`src/rtl/core/cv_frame_deframer_macros.svh`:
```
// ---------------------------------------------------------------------------
// cv_frame_deframer assertion macros
// concurrent assertion forms used by the cvfd_queue module
// ---------------------------------------------------------------------------
`ifndef CV_FRAME_DEFRAMER_MACROS_SVH
`define CV_FRAME_DEFRAMER_MACROS_SVH

// checked outside reset
`define CVFD_ASSERT(label, prop, msg) \
  label: assert property (@(posedge clk) disable iff (rst) prop) else $error(msg);

// checked at every edge, reset included
`define CVFD_ASSERT_ALWAYS(label, prop, msg) \
  label: assert property (@(posedge clk) prop) else $error(msg);

`endif

```
`src/rtl/core/cvfd_pkg.sv`:
```
// ---------------------------------------------------------------------------
// cvfd_pkg
// constants and types shared by the channel frame deframer
// ---------------------------------------------------------------------------
package cvfd_pkg;

  localparam int NUM_CHANNELS = 8;
  localparam int FRAME_LEN    = 2 * NUM_CHANNELS + 2;
  localparam int POS_W        = $clog2(FRAME_LEN + 1);
  localparam int MAX_RESULTS  = 8;
  localparam int SHOWN        = (NUM_CHANNELS < MAX_RESULTS) ? NUM_CHANNELS : MAX_RESULTS;
  localparam int CH_W         = (NUM_CHANNELS > 1) ? $clog2(NUM_CHANNELS) : 1;
  localparam int BYTE_W       = 8;
  localparam int RAW_W        = 16;
  localparam int CV_W         = 11;
  localparam int LED_SHIFT    = 11;
  localparam int OUT_CH_W     = 3;
  localparam int CFG_IDX_W    = 2;
  localparam int CFG_DATA_W   = 11;
  localparam int QUEUE_DEPTH  = 2;
  localparam int QPTR_W       = (QUEUE_DEPTH > 1) ? $clog2(QUEUE_DEPTH) : 1;
  localparam int QCNT_W       = $clog2(QUEUE_DEPTH + 1);

  localparam logic [CFG_IDX_W-1:0] REG_SYNC_CODE     = 2'd0;
  localparam logic [CFG_IDX_W-1:0] REG_IDENTIFY_CODE = 2'd1;
  localparam logic [CFG_IDX_W-1:0] REG_PWM_MAX       = 2'd2;

  localparam logic [CV_W-1:0] PWM_MAX_RESET = 11'd2047;

  typedef enum logic {
    KIND_CHANNEL  = 1'b0,
    KIND_IDENTIFY = 1'b1
  } kind_t;

  typedef struct packed {
    kind_t                                kind;
    logic [NUM_CHANNELS-1:0][RAW_W-1:0]   raw;
  } frame_cmd_t;

  typedef struct packed {
    logic       valid;
    frame_cmd_t cmd;
  } queue_head_t;

endpackage

```
`src/rtl/core/cv_frame_deframer.sv`:
```
// Path: queue entry, then sequencer hold register, then registered result outputs.
// Throughput: one byte per cycle while the 2-entry command queue has room;
//   the sequencer takes commands one at a time, 8 results per frame (1 for identify).
// Reset: synchronous, clears parser counters, queue and sequencer and loads
//   register defaults (codes 0, pwm_max 2047); staged channel values are not cleared.
// ---------------------------------------------------------------------------
// cv_frame_deframer
// channel frame and identify command decoder with clamped and squared levels
// ---------------------------------------------------------------------------
module cv_frame_deframer (
  input  logic                            clk,
  input  logic                            rst,
  input  logic                            cfg_we,
  input  logic [cvfd_pkg::CFG_IDX_W-1:0]  cfg_index,
  input  logic [cvfd_pkg::CFG_DATA_W-1:0] cfg_data,
  input  logic                            in_valid,
  output logic                            in_ready,
  input  logic [cvfd_pkg::BYTE_W-1:0]     data_byte,
  input  logic                            end_of_transfer,
  output logic                            out_valid,
  input  logic                            out_ready,
  output logic                            result_kind,
  output logic [cvfd_pkg::OUT_CH_W-1:0]   channel,
  output logic [cvfd_pkg::CV_W-1:0]       cv_level,
  output logic [cvfd_pkg::CV_W-1:0]       led_level,
  output logic                            last_of_run
);
  import cvfd_pkg::*;

  logic [BYTE_W-1:0] sync_code;
  logic [BYTE_W-1:0] identify_code;
  logic [CV_W-1:0]   pwm_max;
  logic              queue_full;
  logic              push;
  frame_cmd_t        push_cmd;
  logic              pop;
  queue_head_t       head;

  always_ff @(posedge clk) begin
    if (rst) begin
      sync_code     <= '0;
      identify_code <= '0;
      pwm_max       <= PWM_MAX_RESET;
    end else if (cfg_we) begin
      case (cfg_index)
        REG_SYNC_CODE:     sync_code     <= cfg_data[BYTE_W-1:0];
        REG_IDENTIFY_CODE: identify_code <= cfg_data[BYTE_W-1:0];
        REG_PWM_MAX:       pwm_max       <= cfg_data[CV_W-1:0];
        default: begin
        end
      endcase
    end
  end

  cvfd_front u_front (
    .clk             (clk),
    .rst             (rst),
    .in_valid        (in_valid),
    .in_ready        (in_ready),
    .data_byte       (data_byte),
    .end_of_transfer (end_of_transfer),
    .sync_code       (sync_code),
    .identify_code   (identify_code),
    .queue_full      (queue_full),
    .push            (push),
    .push_cmd        (push_cmd)
  );

  cvfd_queue u_queue (
    .clk      (clk),
    .rst      (rst),
    .push     (push),
    .push_cmd (push_cmd),
    .full     (queue_full),
    .pop      (pop),
    .head     (head)
  );

  cvfd_back u_back (
    .clk         (clk),
    .rst         (rst),
    .head        (head),
    .pop         (pop),
    .pwm_max     (pwm_max),
    .out_valid   (out_valid),
    .out_ready   (out_ready),
    .result_kind (result_kind),
    .channel     (channel),
    .cv_level    (cv_level),
    .led_level   (led_level),
    .last_of_run (last_of_run)
  );

endmodule

```
`src/rtl/core/cvfd_front.sv`:
```
// ---------------------------------------------------------------------------
// cvfd_front
// byte parser: tracks the transaction, stages channel values, classifies ends
// ---------------------------------------------------------------------------
module cvfd_front (
  input  logic                        clk,
  input  logic                        rst,
  input  logic                        in_valid,
  output logic                        in_ready,
  input  logic [cvfd_pkg::BYTE_W-1:0] data_byte,
  input  logic                        end_of_transfer,
  input  logic [cvfd_pkg::BYTE_W-1:0] sync_code,
  input  logic [cvfd_pkg::BYTE_W-1:0] identify_code,
  input  logic                        queue_full,
  output logic                        push,
  output cvfd_pkg::frame_cmd_t        push_cmd
);
  import cvfd_pkg::*;

  logic [POS_W-1:0]                   byte_count;
  logic [BYTE_W-1:0]                  running_xor;
  logic [BYTE_W-1:0]                  first_byte;
  logic [BYTE_W-1:0]                  low_half;
  logic [NUM_CHANNELS-1:0][RAW_W-1:0] staged;
  logic                               accept;
  logic                               frame_ok;
  logic                               ident_ok;

  assign in_ready = !queue_full;
  assign accept   = in_valid && in_ready;

  assign frame_ok = (byte_count == POS_W'(FRAME_LEN - 1)) && (first_byte == sync_code) &&
                    (running_xor == data_byte);
  assign ident_ok = (byte_count == '0) && (data_byte == identify_code);

  assign push          = accept && end_of_transfer && (frame_ok || ident_ok);
  assign push_cmd.kind = ident_ok ? KIND_IDENTIFY : KIND_CHANNEL;
  assign push_cmd.raw  = staged;

  always_ff @(posedge clk) begin
    if (rst) begin
      byte_count  <= '0;
      running_xor <= '0;
      first_byte  <= '0;
    end else if (accept) begin
      if (byte_count == '0) begin
        first_byte <= data_byte;
      end
      if (end_of_transfer) begin
        byte_count  <= '0;
        running_xor <= '0;
      end else begin
        running_xor <= running_xor ^ data_byte;
        if (byte_count < POS_W'(FRAME_LEN)) begin
          byte_count <= byte_count + POS_W'(1);
        end
      end
    end
  end

  // low byte on odd positions 1 to 15, full channel value on even positions 2 to 16
  always_ff @(posedge clk) begin
    if (accept) begin
      if (byte_count[0] && byte_count <= POS_W'(2 * NUM_CHANNELS)) begin
        low_half <= data_byte;
      end
      for (int i = 0; i < NUM_CHANNELS; i++) begin
        if (byte_count == POS_W'(2 * i + 2)) begin
          staged[i] <= {data_byte, low_half};
        end
      end
    end
  end

endmodule

```
`src/rtl/core/cvfd_queue.sv`:
```
// ---------------------------------------------------------------------------
// cvfd_queue
// short command queue between the parser and the result sequencer
// ---------------------------------------------------------------------------
`include "cv_frame_deframer_macros.svh"

module cvfd_queue (
  input  logic                  clk,
  input  logic                  rst,
  input  logic                  push,
  input  cvfd_pkg::frame_cmd_t  push_cmd,
  output logic                  full,
  input  logic                  pop,
  output cvfd_pkg::queue_head_t head
);
  import cvfd_pkg::*;

  frame_cmd_t          entries [QUEUE_DEPTH];
  logic [QPTR_W-1:0]   wr_ptr;
  logic [QPTR_W-1:0]   rd_ptr;
  logic [QCNT_W-1:0]   count;
  logic                do_push;
  logic                do_pop;

  assign full       = (count == QCNT_W'(QUEUE_DEPTH));
  assign head.valid = (count != '0);
  assign head.cmd   = entries[rd_ptr];
  assign do_push    = push && !full;
  assign do_pop     = pop && head.valid;

  always_ff @(posedge clk) begin
    if (rst) begin
      wr_ptr <= '0;
      rd_ptr <= '0;
      count  <= '0;
    end else begin
      if (do_push) begin
        wr_ptr <= (wr_ptr == QPTR_W'(QUEUE_DEPTH - 1)) ? '0 : wr_ptr + QPTR_W'(1);
      end
      if (do_pop) begin
        rd_ptr <= (rd_ptr == QPTR_W'(QUEUE_DEPTH - 1)) ? '0 : rd_ptr + QPTR_W'(1);
      end
      if (do_push && !do_pop) begin
        count <= count + QCNT_W'(1);
      end else if (do_pop && !do_push) begin
        count <= count - QCNT_W'(1);
      end
    end
  end

  always_ff @(posedge clk) begin
    if (do_push) begin
      entries[wr_ptr] <= push_cmd;
    end
  end

  `CVFD_ASSERT(a_no_push_when_full, push |-> !full, "transaction pushed into full queue")
  `CVFD_ASSERT(a_count_up, (push && !pop && !full) |=> count == $past(count) + QCNT_W'(1), "queue count lost a push")
  `CVFD_ASSERT(a_count_down, (pop && head.valid && !push) |=> count == $past(count) - QCNT_W'(1), "queue count lost a pop")
  `CVFD_ASSERT_ALWAYS(a_reset_empty, rst |=> count == '0, "queue not empty after reset")

endmodule

```
`src/rtl/core/cvfd_back.sv`:
```
// ---------------------------------------------------------------------------
// cvfd_back
// result sequencer: clamps each channel, emits one result per unstalled cycle
// ---------------------------------------------------------------------------
module cvfd_back (
  input  logic                          clk,
  input  logic                          rst,
  input  cvfd_pkg::queue_head_t         head,
  output logic                          pop,
  input  logic [cvfd_pkg::CV_W-1:0]     pwm_max,
  output logic                          out_valid,
  input  logic                          out_ready,
  output logic                          result_kind,
  output logic [cvfd_pkg::OUT_CH_W-1:0] channel,
  output logic [cvfd_pkg::CV_W-1:0]     cv_level,
  output logic [cvfd_pkg::CV_W-1:0]     led_level,
  output logic                          last_of_run
);
  import cvfd_pkg::*;

  typedef enum logic {
    ST_IDLE,
    ST_RUN
  } state_t;

  state_t                             state;
  frame_cmd_t                         hold;
  logic [CH_W-1:0]                    idx;
  logic                               slot_free;
  logic [RAW_W-1:0]                   raw_sel;
  logic [CV_W-1:0]                    cv_next;
  logic [2*CV_W-1:0]                  square;
  logic                               last_next;
  logic [CH_W+OUT_CH_W-1:0]           idx_wide;

  assign slot_free = !out_valid || out_ready;
  assign pop       = (state == ST_IDLE) && head.valid;
  assign raw_sel   = hold.raw[idx];
  assign cv_next   = (raw_sel > RAW_W'(pwm_max)) ? pwm_max : raw_sel[CV_W-1:0];
  assign square    = (2*CV_W)'(cv_next) * (2*CV_W)'(cv_next);
  assign last_next = (idx == CH_W'(SHOWN - 1));
  assign idx_wide  = (CH_W+OUT_CH_W)'(idx);

  always_ff @(posedge clk) begin
    if (rst) begin
      state     <= ST_IDLE;
      idx       <= '0;
      out_valid <= 1'b0;
    end else begin
      case (state)
        ST_IDLE: begin
          if (out_ready) begin
            out_valid <= 1'b0;
          end
          if (head.valid) begin
            hold  <= head.cmd;
            idx   <= '0;
            state <= ST_RUN;
          end
        end
        ST_RUN: begin
          if (slot_free) begin
            out_valid <= 1'b1;
            if (hold.kind == KIND_IDENTIFY) begin
              result_kind <= KIND_IDENTIFY;
              channel     <= '0;
              cv_level    <= '0;
              led_level   <= '0;
              last_of_run <= 1'b1;
              state       <= ST_IDLE;
            end else begin
              result_kind <= KIND_CHANNEL;
              channel     <= idx_wide[OUT_CH_W-1:0];
              cv_level    <= cv_next;
              led_level   <= square[LED_SHIFT +: CV_W];
              last_of_run <= last_next;
              if (last_next) begin
                state <= ST_IDLE;
              end else begin
                idx <= idx + CH_W'(1);
              end
            end
          end
        end
        default: begin
          if (out_ready) begin
            out_valid <= 1'b0;
          end
          state <= ST_IDLE;
        end
      endcase
    end
  end

endmodule
```
`config.mk`:
```
export PLATFORM = sky130hd
export DESIGN_NAME = cv_frame_deframer
export DESIGN_NICKNAME = d
export VERILOG_FILES = /design/src/rtl/core/cvfd_pkg.sv /design/src/rtl/core/cv_frame_deframer.sv /design/src/rtl/core/cvfd_front.sv /design/src/rtl/core/cvfd_queue.sv /design/src/rtl/core/cvfd_back.sv
export VERILOG_INCLUDE_DIRS = /design/src /design/src/rtl/core
export SDC_FILE = /design/constraint.sdc
export NUM_CORES = 1
export LEC_CHECK = 0
export ABC_AREA = 0
export ABC_CLOCK_PERIOD_IN_PS = 10420
export BUFFER_PORTS_ARGS = -buffer_cell sky130_fd_sc_hd__buf_2
export CORE_MARGIN = 2
export CORE_UTILIZATION = 25
export CTS_CLUSTER_DIAMETER = 40
export DETAILED_ROUTE_END_ITERATION = 6
export GPL_ROUTABILITY_DRIVEN = 0
export GPL_TIMING_DRIVEN = 0
export PLACE_DENSITY_LB_ADDON = 0.25
export SLEW_MARGIN = 20
export SYNTH_ARGS = -nofsm -noshare
export SYNTH_HDL_FRONTEND = slang
export SYNTH_SLANG_ARGS = --single-unit
```
`constraint.sdc`:
```
create_clock -name clk -period 10.42 [get_ports clk]
set_clock_uncertainty 0.15 [all_clocks]
set_input_delay 2.084 -clock clk [delete_from_list [all_inputs] [get_ports clk]]
set_output_delay 2.084 -clock clk [all_outputs]
set_load 0.005 [all_outputs]
```
# Word-level counts from Yosys, hierarchy flattened
# Memories as Yosys holds them, arrays and structs flattened. A register that Yosys moved wholly into a read port is not among the register bits.
# Index checks and enable logic that the tools add are counted.
# totals
reg_bits	220
ram_bits	258
inputBits	27
out_inout_bits	29
word_cells	130
mem_count	1
# mem_list
name	words	width	rd	rd_clocked_by_memory_dff	write_ports	line	text
u_queue.entries	2	129	1	1	1	cvfd_queue.sv:18	frame_cmd_t entries [QUEUE_DEPTH];
# op_classes
n_addsub	6
n_mul	1
n_lt_le_gt_ge	4
n_eq_ne	21
muxes	27
bitwise	3
reduce_logical	41
# ops
op	count
$bmux 16 s3	1
$reduce_and 2->1	15
$eq 8x8->1	3
$mul 11x11->22	1
$eq 5x4->1 const B	4
$gt 16x11->1	1
$mux 16	1
$logic_and 1x1->1	12
$mux 1	12
$mux 3	4
$mux 11	1
$eq 5x3->1 const B	2
$eq 5x5->1 const B	2
$mux 5	2
$mux 8	1
$ne 2x2->1 const B	4
$xor 8x8->8	1
$pmux 3 s2	1
$reduce_and 3->1	2
$reduce_bool 2->1	3
$add 5x1->5 const B	1
$eq 5x2->1 const B	1
$le 5x5->1 const B	1
$logic_not 5->1	1
17 further kinds	26

# Depth between registers and ports, before layout
# Gate-level depths: netlist (run 1).
# depth
depth_word	10
depth_mapped	37
mapped_depth_nobuf	33

# Modules after synthesis
# Synthesis (run 1) repeated with hierarchy kept, for this count alone.
# hier_totals
hier_cells	1553
area_unflattened_um2	25673.4
# by_module_without_submodules
module	instances	cells_per_inst	area_each_um2	seq_area_each_um2
cvfd_queue	1	426	9564.2	7847.5
cvfd_back	1	717	9560.4	4784.6
cvfd_front	1	297	5412.7	4504.3
cv_frame_deframer	1	113	1136.1	540.5

# Least setup slack after synthesis (run 1)
# No wires, ideal clock.
# synth_timing
path_type	in2reg
startpoint	in data_byte[7] (netlist bit)
endpoint	mem u_queue.entries[0][0] (netlist bit) (enable)
setup_time_ps	634
arrival_time_ps	8527
required_ps	9636
path_slack_ps	1109
cell_stages	6
path_buffers	0
cell_sequence	xnor2_1 > nand4_1 > nor3_1 > a41oi_1 > nor2_1 > nor2b_1
# synth_between
elab_chain_cells	7
word_cells_on_any_way	9
cone_classes	eq/ne: 2; mux: 2; reduce/logical: 5
# synth_rtl
element	line	text
start: declaration	cv_frame_deframer.sv:18	input logic [cvfd_pkg::BYTE_W-1:0] data_byte,
$eq 8x8->1 (on tied branches)	cvfd_front.sv:33, cvfd_front.sv:34	
$logic_and 1x1->1 (on tied branches)	cvfd_front.sv:32, cvfd_front.sv:34	
$logic_or 1x1->1 (*)	cvfd_front.sv:36	assign push = accept && end_of_transfer && (frame_ok || ident_ok);
$logic_and 1x1->1 (*)	cvfd_front.sv:36	
$logic_and 1x1->1 (*)	cvfd_queue.sv:28	assign do_push = push && !full;
via u_queue.do_push	cvfd_queue.sv:22	logic do_push;
$mux 1 (*)	cvfd_queue.sv:52	if (do_push) begin
$mux 1 (implied by the code) (*)	cvfd_queue.sv:53	entries[wr_ptr] <= push_cmd;
end: declaration	cvfd_queue.sv:18	
# The timed path passes the listed nets; every way through them passes the cells marked *.

# Worst setup path in the final report (run 1)
# layout_timing
startpoint	reg u_back.idx[1]
endpoint	reg u_back.led_level[9] (netlist bit) (data pin)
# layout_between
elab_chain_cells	5
# layout_rtl
element	line	text
start: declaration	cvfd_back.sv:28	logic [CH_W-1:0] idx;
start signal: assignment	cvfd_back.sv:80	idx <= idx + CH_W'(1);
$bmux 16 s3 (*)	cvfd_back.sv:38	assign raw_sel = hold.raw[idx];
$mux 16 (implied by the code) (*)	cvfd_back.sv:38	
$gt 16x11->1	cvfd_back.sv:39	assign cv_next = (raw_sel > RAW_W'(pwm_max)) ? pwm_max : raw_sel[CV_W-1:0];
$mux 11 (*)	cvfd_back.sv:39	
via u_back.cv_next[7]	cvfd_back.sv:31	logic [CV_W-1:0] cv_next;
$mul 11x11->22 (*)	cvfd_back.sv:40	assign square = (2*CV_W)'(cv_next) * (2*CV_W)'(cv_next);
end signal: assignment	cvfd_back.sv:75	led_level <= square[LED_SHIFT +: CV_W];
end: declaration	cvfd_back.sv:16	output logic [cvfd_pkg::CV_W-1:0] led_level,
# The timed path passes the listed nets; every way through them passes the cells marked *. The select of a mux whose other input is x is not followed.
# A chain may end at the register's enable or synchronous reset.

==> metrics.log, run 1 <==
[metrics] detailed-route wire length per cell: approximately 19 um
[metrics] Warnings, synthesis: 0
[metrics] highest fanout seen on the critical path: 10
[metrics] setup total negative slack: 0 ns
[metrics] count of vias placed by the detailed router: about 13000
[metrics] transition at the pin with the smallest max-transition slack: ~1.0 ns
[metrics] area of the mapped netlist: 25320 um2
[metrics] dominant cell type by area after synthesis: edfxtp_1
[metrics] run status: complete, no violations
[metrics] area taken by multi-input logic gates: approximately 7000 um2
[metrics] area of the die: 103800 um2
[metrics] boundary pin count: 56
[metrics] Worst Reg2Reg Path Length in Cells: 32
[metrics] routed via count divided by cell count: around 4.2
[metrics] most used flip-flop cell after synthesis: edfxtp_1
[metrics] Post-Place Cells: approximately 3000
[metrics] number of standard cells after synthesis: between 1500 and 2000
[metrics] share of layout cells above drive strength 1: 0.2387
[metrics] Max Root-Sink Buffers: 3
[metrics] Post-CTS Hold Fix Bufs: 0
[metrics] part of the Yosys area used for sequential elements: 0.6975
[metrics] count of filler cells inserted in the layout: just under 10000
[metrics] leakage power of the design: between 0.01 and 0.015 uW
[metrics] Max Transition Viols Final: 0
[metrics] count of routing violations after the opening detailed-route iteration: 848
[metrics] Detail Route Antenna Nets: 0
[metrics] post-detailed-route DRC marker count: 0
[metrics] number of failing hold endpoints at the final stage: 0
[metrics] routed wire length: 58.62 mm
[metrics] max incr delay on CP: roughly 0.54 ns
[metrics] clock tree from TritonCTS: yes
[metrics] maximum number of pins on one net before global-route repair: 37
[metrics] half-perimeter wire length after placement: about 40 mm
[metrics] Max rail drop VDD: between 400 and 500 uV
[metrics] final critical path time including I/O delays and setup: just under 10 ns
[metrics] root buffer cell: clkbuf_16
[metrics] largest cells by area after synthesis: edfxtp_1 (65%), mux2_2 (6.3%), fa_1 (5.0%)
[metrics] clock buffers created by TritonCTS: 88
[metrics] kind of start point of the critical path: register
[metrics] H-tree depth reported by CTS: 3
[metrics] post-route fraction of the period consumed by the critical path: 0.9284
[metrics] worst slack at placement: -0.8570 ns
[metrics] net count after synthesis: around 1700
[metrics] critical path type: register to register
[metrics] setup repair after global routing missed its margin: no
[metrics] initial antenna violation count: 8
[metrics] number of enable-type register cells in the synthesized netlist: 550
[metrics] cell area power density: 347.1 nW/um2
[metrics] maximum clock rate: 0.1034 GHz
[metrics] DIE WIDTH: roughly 320 um
[metrics] Initial DRT Pass Iterations: 4
[metrics] worst slew margin relative to its limit: 0.3273
[metrics] synthesized area per cell: ~16 um2
[metrics] Setup-failing EPs final: 0
[metrics] layout net count: between 1500 and 2000
[metrics] portion of synthesized cell area occupied by the leading cell type: 0.6524
[metrics] cell depth of the worst min-delay path: 0
[metrics] #FFs+latches synth: between 600 and 700
[metrics] crit path setup slack, layout: around 0.75 ns
[metrics] Critical Path AT: approximately 10 ns
[metrics] Core ar.: 100300 um2
[metrics] Distinct cells, synth: 61
[metrics] number of global-route vias before repair: roughly 14000
[metrics] most used cell along the critical path: fa_1
[metrics] proportion of synthesized flip-flops having asynchronous set or reset: 0
[metrics] post-CTS clock slew at the launch and capture registers of the worst setup and hold paths: approximately 0.060 ns
[metrics] cell at the slowest stage of the critical path: fa_1
[metrics] Max-cap violations: 0
[metrics] worst-skew pair later-pin latency: around 0.63 ns
[metrics] number of standard-cell rows in the floorplan: roughly 120
[metrics] worst slack on hold paths: 0.2812 ns
[metrics] Global Route Usage Sum: 0.1152
[metrics] type of the most critical hold path: register to register
[metrics] data required time at the worst endpoint: approximately 11 ns
[metrics] total power draw: between 10000 and 15000 uW
[metrics] area occupied by registers: roughly 18000 um2
[metrics] first-pass GRT wire length: between 80 and 90 mm
[metrics] non-filler cells in the finished layout: ~3200
[metrics] count of port buffers added during placement: 54
[metrics] number of inserted diodes: 0
[metrics] sink count of the clock tree: 607
[metrics] effective utilization at floorplan: 0.2524
[metrics] endpoint class of the critical path: register
[metrics] Die Ht: 322.2 um
[metrics] global route overflow: 0
[metrics] signed area change from the synthesized netlist to the final layout: 22.07%
[power by group]
group	switching, uW	total, uW	internal (uW)	leakage [uW]
Sequential	57.6	3000	2940	0.00544
Clock	1130	2980	1850	0.00145
Combinational	2840	4750	1910	0.00399
[area by class of cell]
cell class / count / area share
flip-flops and latches: 607 / 0.5714
multi-input cells: 769 / 0.2280
clock buffers: 101 / 0.07349
well taps: 1357 / 0.05494
repair buffers: 80 / 0.02510
clock inverters: 63 / 0.02466
inverters: 127 / 0.01543
plain buffers: 50 / 0.007005
[final timing paths]
kind                                      start                                 to  slack, ns
setup / recovery     u_back.idx[1]$_SDFFE_PP0P_  u_back.led_level[9]$_SDFFCE_PP0P_       0.75
hold / removal    u_front.push_cmd[4]$_DFFE_PP_    u_queue.entries[0][4]$_DFFE_PP_       0.28
hold reg to reg   u_front.push_cmd[4]$_DFFE_PP_    u_queue.entries[0][4]$_DFFE_PP_       0.28
setup reg to reg     u_back.idx[1]$_SDFFE_PP0P_  u_back.led_level[9]$_SDFFCE_PP0P_       0.75
[sequential cells by signal, indices dropped and copies added, names as in the netlist]
register,flops
u_back.last_of_run,1
u_queue.rd_ptr,1
u_back.result_kind,1
identify_code,8
u_back.state,1
u_front.byte_count,5
u_back.out_valid,1
u_back.led_level,11
u_front.low_half,8
u_queue.count,2
u_front.first_byte,8
u_front.running_xor,8
u_back.channel,3
u_queue.entries,258
u_back.hold,129
u_back.cv_level,11
pwm_max,11
u_back.idx,3
u_queue.wr_ptr,1
sync_code,8
u_front.push_cmd,128
[cell usage after synthesis (13+ instances only)]
library cell,instances
nand2_1,55
nor3_1,14
inv_1,125
clkbuf_1,35
a21oi_1,34
mux4_2,20
o21a_1,13
nor2_1,130
fa_1,63
dfxtp_1,57
edfxtp_1,550
o21ai_0,26
mux2_2,141
xnor2_1,26
mux2i_1,26
ha_1,67
[critical path: cells and delay by family (launching register included)]
kind	cells	cell delay, ns
DFF	1	0.34
buffers and inverters	10	2.11
AOI/OAI and AO/OA	7	1.99
muxes	3	1.04
adders and majority gates	7	2.97
and+or+nand+nor	5	0.79
[timing repair]
action | 4_1_cts | 5_1_grt
hold endpoints to repair | 0 | 0
setup endpoints to repair | 11 | 5
buffers inserted | 0 | 1
resized for setup | 11 | 3
pin swaps | 0 | 1
[per-stage QoR]
stage | instance area [um2] | util
final | 30900 | 0.3081
after global routing | 30900 | 0.3081
after CTS | 30890 | 0.3080
after detailed placement | 27840 | 0.2776
after global placement | 27280 | 0.2720
after floorplan | 25320 | -
[routing by layer]
layer  vias up  global-route usage  wire, um
met2       245              0.1980     29220
met1      6715              0.1470     25860
met5         -                   0        35
li1       6087                   -         -
met4         6             0.03977      1285
met3        85             0.01865      2214
[cells in the final DEF, fill, tap and decap left out, types with 9 or more instances in the layout]
cell / n
edfxtp_1: 550
mux2_2: 141
nor2_1: 126
inv_1: 125
clkbuf_16: 88
ha_1: 67
fa_1: 63
buf_2: 61
dfxtp_1: 56
nand2_1: 55
clkbuf_1: 45
a21oi_1: 34
xnor2_1: 26
mux2i_1: 26
o21ai_0: 24
mux4_2: 20
nor3_1: 13
o21a_1: 13
nand2b_1: 12
clkinv_2: 12
a21o_1: 11
a211o_1: 11
clkinvlp_4: 11
xor2_1: 10
nand4_1: 10
bufinv_16: 10
buf_16: 10
nand3_1: 9
nor2b_1: 9
[logic make-up (layout without fill, tap and decap cells)]
kind of cell / count (synthesis) / after routing / share of synthesized area
mux: 191 / 191 / 0.09376
flops: 607 / 607 / 0.6975
fa+ha+maj: 130 / 130 / 0.08293
buf+inv: 178 / 421 / 0.02733
simple gates: 278 / 278 / 0.05110
compound gates: 134 / 134 / 0.03494
xor+xnor: 36 / 36 / 0.01245
Note: power is estimated with default switching activity, not from simulation.
==> run 2, diff against run 1 <==
==> constraint.sdc (replaced) <==
create_clock -name clk -period 10.42 [get_ports clk]
set_clock_uncertainty 0.15 [all_clocks]
set_input_delay 0.521 -clock clk [delete_from_list [all_inputs] [get_ports clk]]
set_output_delay 0.521 -clock clk [all_outputs]
set_load 0.005 [all_outputs]
==> metrics.log, run 2 (same netlist as run 1, synthesis figures left out) <==
[metrics] worst-skew pair later-pin latency: 0.63 ns (about the same)
[metrics] setup repair after global routing missed its margin: no
[metrics] sink count of the clock tree: 607 (unchanged)
[metrics] maximum number of pins on one net before global-route repair: 37 (unchanged)
[metrics] Util after Layout: 0.3087 (+0.0006240)
[metrics] Global Route Usage Sum: 0.1154 (+0.0001228)
[metrics] first-pass GRT wire length: 88.89 mm (+0.13%)
[metrics] share of layout cells above drive strength 1: 0.2379 (-0.0007944)
[metrics] type of the most critical hold path: input pin to register
[metrics] Max Root-Sink Buffers: 3 (unchanged)
[metrics] Max-cap violations: 0 (unchanged)
[metrics] maximum clock rate: 0.1028 GHz (-0.51%)
[metrics] count of routing violations after the opening detailed-route iteration: 856 (+0.94%)
[metrics] leading cell types in the layout, fill and taps excluded: edfxtp_1 (550), mux2_2 (141), nor2_1 (126), inv_1 (125), clkbuf_16 (88)
[metrics] kind of start point of the critical path: register
[metrics] Max Transition Viols Final: 0 (unchanged)
[metrics] detailed-route wire length per cell: 18.60 um (about the same)
[metrics] fraction of power spent switching nets: 0.3755 (about the same)
[metrics] global route overflow: 0 (unchanged)
[metrics] most common library cell in the layout ignoring fill and taps: edfxtp_1
[metrics] H-tree depth reported by CTS: 3 (unchanged)
[metrics] endpoint class of the critical path: register
[metrics] number of global-route vias before repair: 14270 (+0.26%)
[metrics] effective utilization at floorplan: 0.2524 (unchanged)
[metrics] Post-Place Cells: 2990 (unchanged)
[metrics] root buffer cell: clkbuf_16
[metrics] Core ar.: 100300 um2 (unchanged)
[metrics] post-route fraction of the period consumed by the critical path: 0.9331 (+0.004717)
[metrics] highest fanout seen on the critical path: 10 (unchanged)
[metrics] buffering stage count on the worst path with inverters included: 10 (unchanged)
[metrics] half-perimeter wire length after placement: 39.59 mm (unchanged)
[metrics] clock buffers created by TritonCTS: 88 (unchanged)
[metrics] Setup-failing EPs final: 0 (unchanged)
[metrics] transition at the pin with the smallest max-transition slack: 1.041 ns (+0.03249 ns)
[metrics] share of total power in the clock network: 0.278 (about the same)
[metrics] max incr delay on CP: 0.54 ns (about the same)
[metrics] non-filler cells in the finished layout: 3161 (+0.22%)
[metrics] Switching Power: 4029 uW (about the same)
[metrics] DIE WIDTH: 322.2 um (unchanged)
[metrics] area of the die: 103800 um2 (unchanged)
[metrics] Max rail drop VDD: 438.8 uV (about the same)
[metrics] data required time at the worst endpoint: 10.64 ns (about the same)
[metrics] cell area power density: 346.5 nW/um2 (-0.16%)
[metrics] signed area change from the synthesized netlist to the final layout: 22.32%
[metrics] Initial DRT Pass Iterations: 5 (+1)
[metrics] cell at the slowest stage of the critical path: fa_1
[metrics] most used cell along the critical path: fa_1
[metrics] cell family with the largest share of critical-path delay: adder cells
[metrics] Die Ht: 322.2 um (unchanged)
[metrics] routed wire length: 58.80 mm (+0.31%)
[metrics] critical path type: register to register
[metrics] largest register by flop count: u_queue.entries
[metrics] leakage power of the design: 0.01090 uW (+0.23%)
[metrics] count of vias placed by the detailed router: 13180 (+0.33%)
[metrics] worst slew margin relative to its limit: 0.3057 (-0.02166)
[metrics] post-CTS clock slew at the launch and capture registers of the worst setup and hold paths: 0.06 ns (about the same)
[metrics] clock tree from TritonCTS: yes
[metrics] crit path setup slack, layout: 0.6966 ns (-0.04915 ns)
[metrics] boundary pin count: 56 (unchanged)
[metrics] routed via count divided by cell count: 4.170 (+0.11%)
[metrics] initial antenna violation count: 8 (unchanged)
[metrics] setup total negative slack: 0 ns (unchanged)
[metrics] post-detailed-route DRC marker count: 0 (unchanged)
[metrics] Critical Path AT: 9.94 ns (+0.05 ns)
[metrics] final critical path time including I/O delays and setup: 9.723 ns (+0.04915 ns)
[metrics] Detail Route Antenna Nets: 0 (unchanged)
[metrics] worst slack at placement: -0.8570 ns (unchanged)
[metrics] run status: complete, no violations
[metrics] layout net count: 1886 (+0.32%)
[metrics] count of port buffers added during placement: 54 (unchanged)
[metrics] part of the total power dissipated in sequential elements: 0.279 (about the same)
[metrics] power share of the combinational group: 0.443 (about the same)
[metrics] P_int: 6701 uW (about the same)
[metrics] number of failing hold endpoints at the final stage: 0 (unchanged)
[metrics] number of standard-cell rows in the floorplan: 116 (unchanged)
[metrics] total power draw: 10730 uW (about the same)
[metrics] max FFs per register: 258 (unchanged)
## run 2: power groups by stage
stage	Clock, uW	Combinational, uW	Sequential [uW]
detailed placement	0	4700	3050
CTS	3050	4750	3000
floorplan	0	3400	3060
global route	3160	5420	3010
global placement	0	4630	3110
finish	2980	4750	3000
## run 2: path summary, 6_finish.rpt
check                                               startpoint                           endpoint  slack, ns  cells after the start
worst max register to register      u_back.idx[1]$_SDFFE_PP0P_  u_back.led_level[9]$_SDFFCE_PP0P_       0.70                     32
worst max-delay path                u_back.idx[1]$_SDFFE_PP0P_  u_back.led_level[9]$_SDFFCE_PP0P_       0.70                     32
worst min register to register  u_front.push_cmd[56]$_DFFE_PP_   u_queue.entries[0][56]$_DFFE_PP_       0.28                      0
worst min-delay path                               cfg_data[5]            pwm_max[5]$_SDFFE_PP1P_       0.06                      2
## run 2: stage by stage
stage,hold WS [ns],cell area [um2]
after global placement,0.2716,27280
after CTS,0.02343,30950
after global routing,0.05177,30960
after detailed placement,0.2796,27840
after floorplan,0.2715,25320
final,0.06396,30960
## run 2: final cells by class
class | instances | area, um2
Antenna cell | 1 | 2.502
Buffer | 50 | 216.5
Clock buffer | 101 | 2271
Clock inverter | 63 | 762.0
Fill cell | 9815 | 69330
Inverter | 127 | 476.7
Multi-Input combinational cell | 769 | 7044
Sequential cell | 607 | 17660
Tap cell | 1357 | 1698
Timing Repair Buffer | 86 | 835.8
## run 2: per-layer routing
metal / routed length (um) / vias to the layer above / track usage
li1: - / 6098 / -
met1: 26020 / 6758 / 0.1468
met2: 29370 / 239 / 0.1987
met3: 2098 / 81 / 0.01865
met4: 1279 / 6 / 0.03977
met5: 35 / - / 0
## run 2: repair_timing
action	in CTS	in global routing
cloned	0	0
pin swaps	0	1
resized for setup	11	3
hold buffers	6	0
hold endpoints to repair	6	0
buffers inserted	0	1
endpoints found under the setup margin	11	5
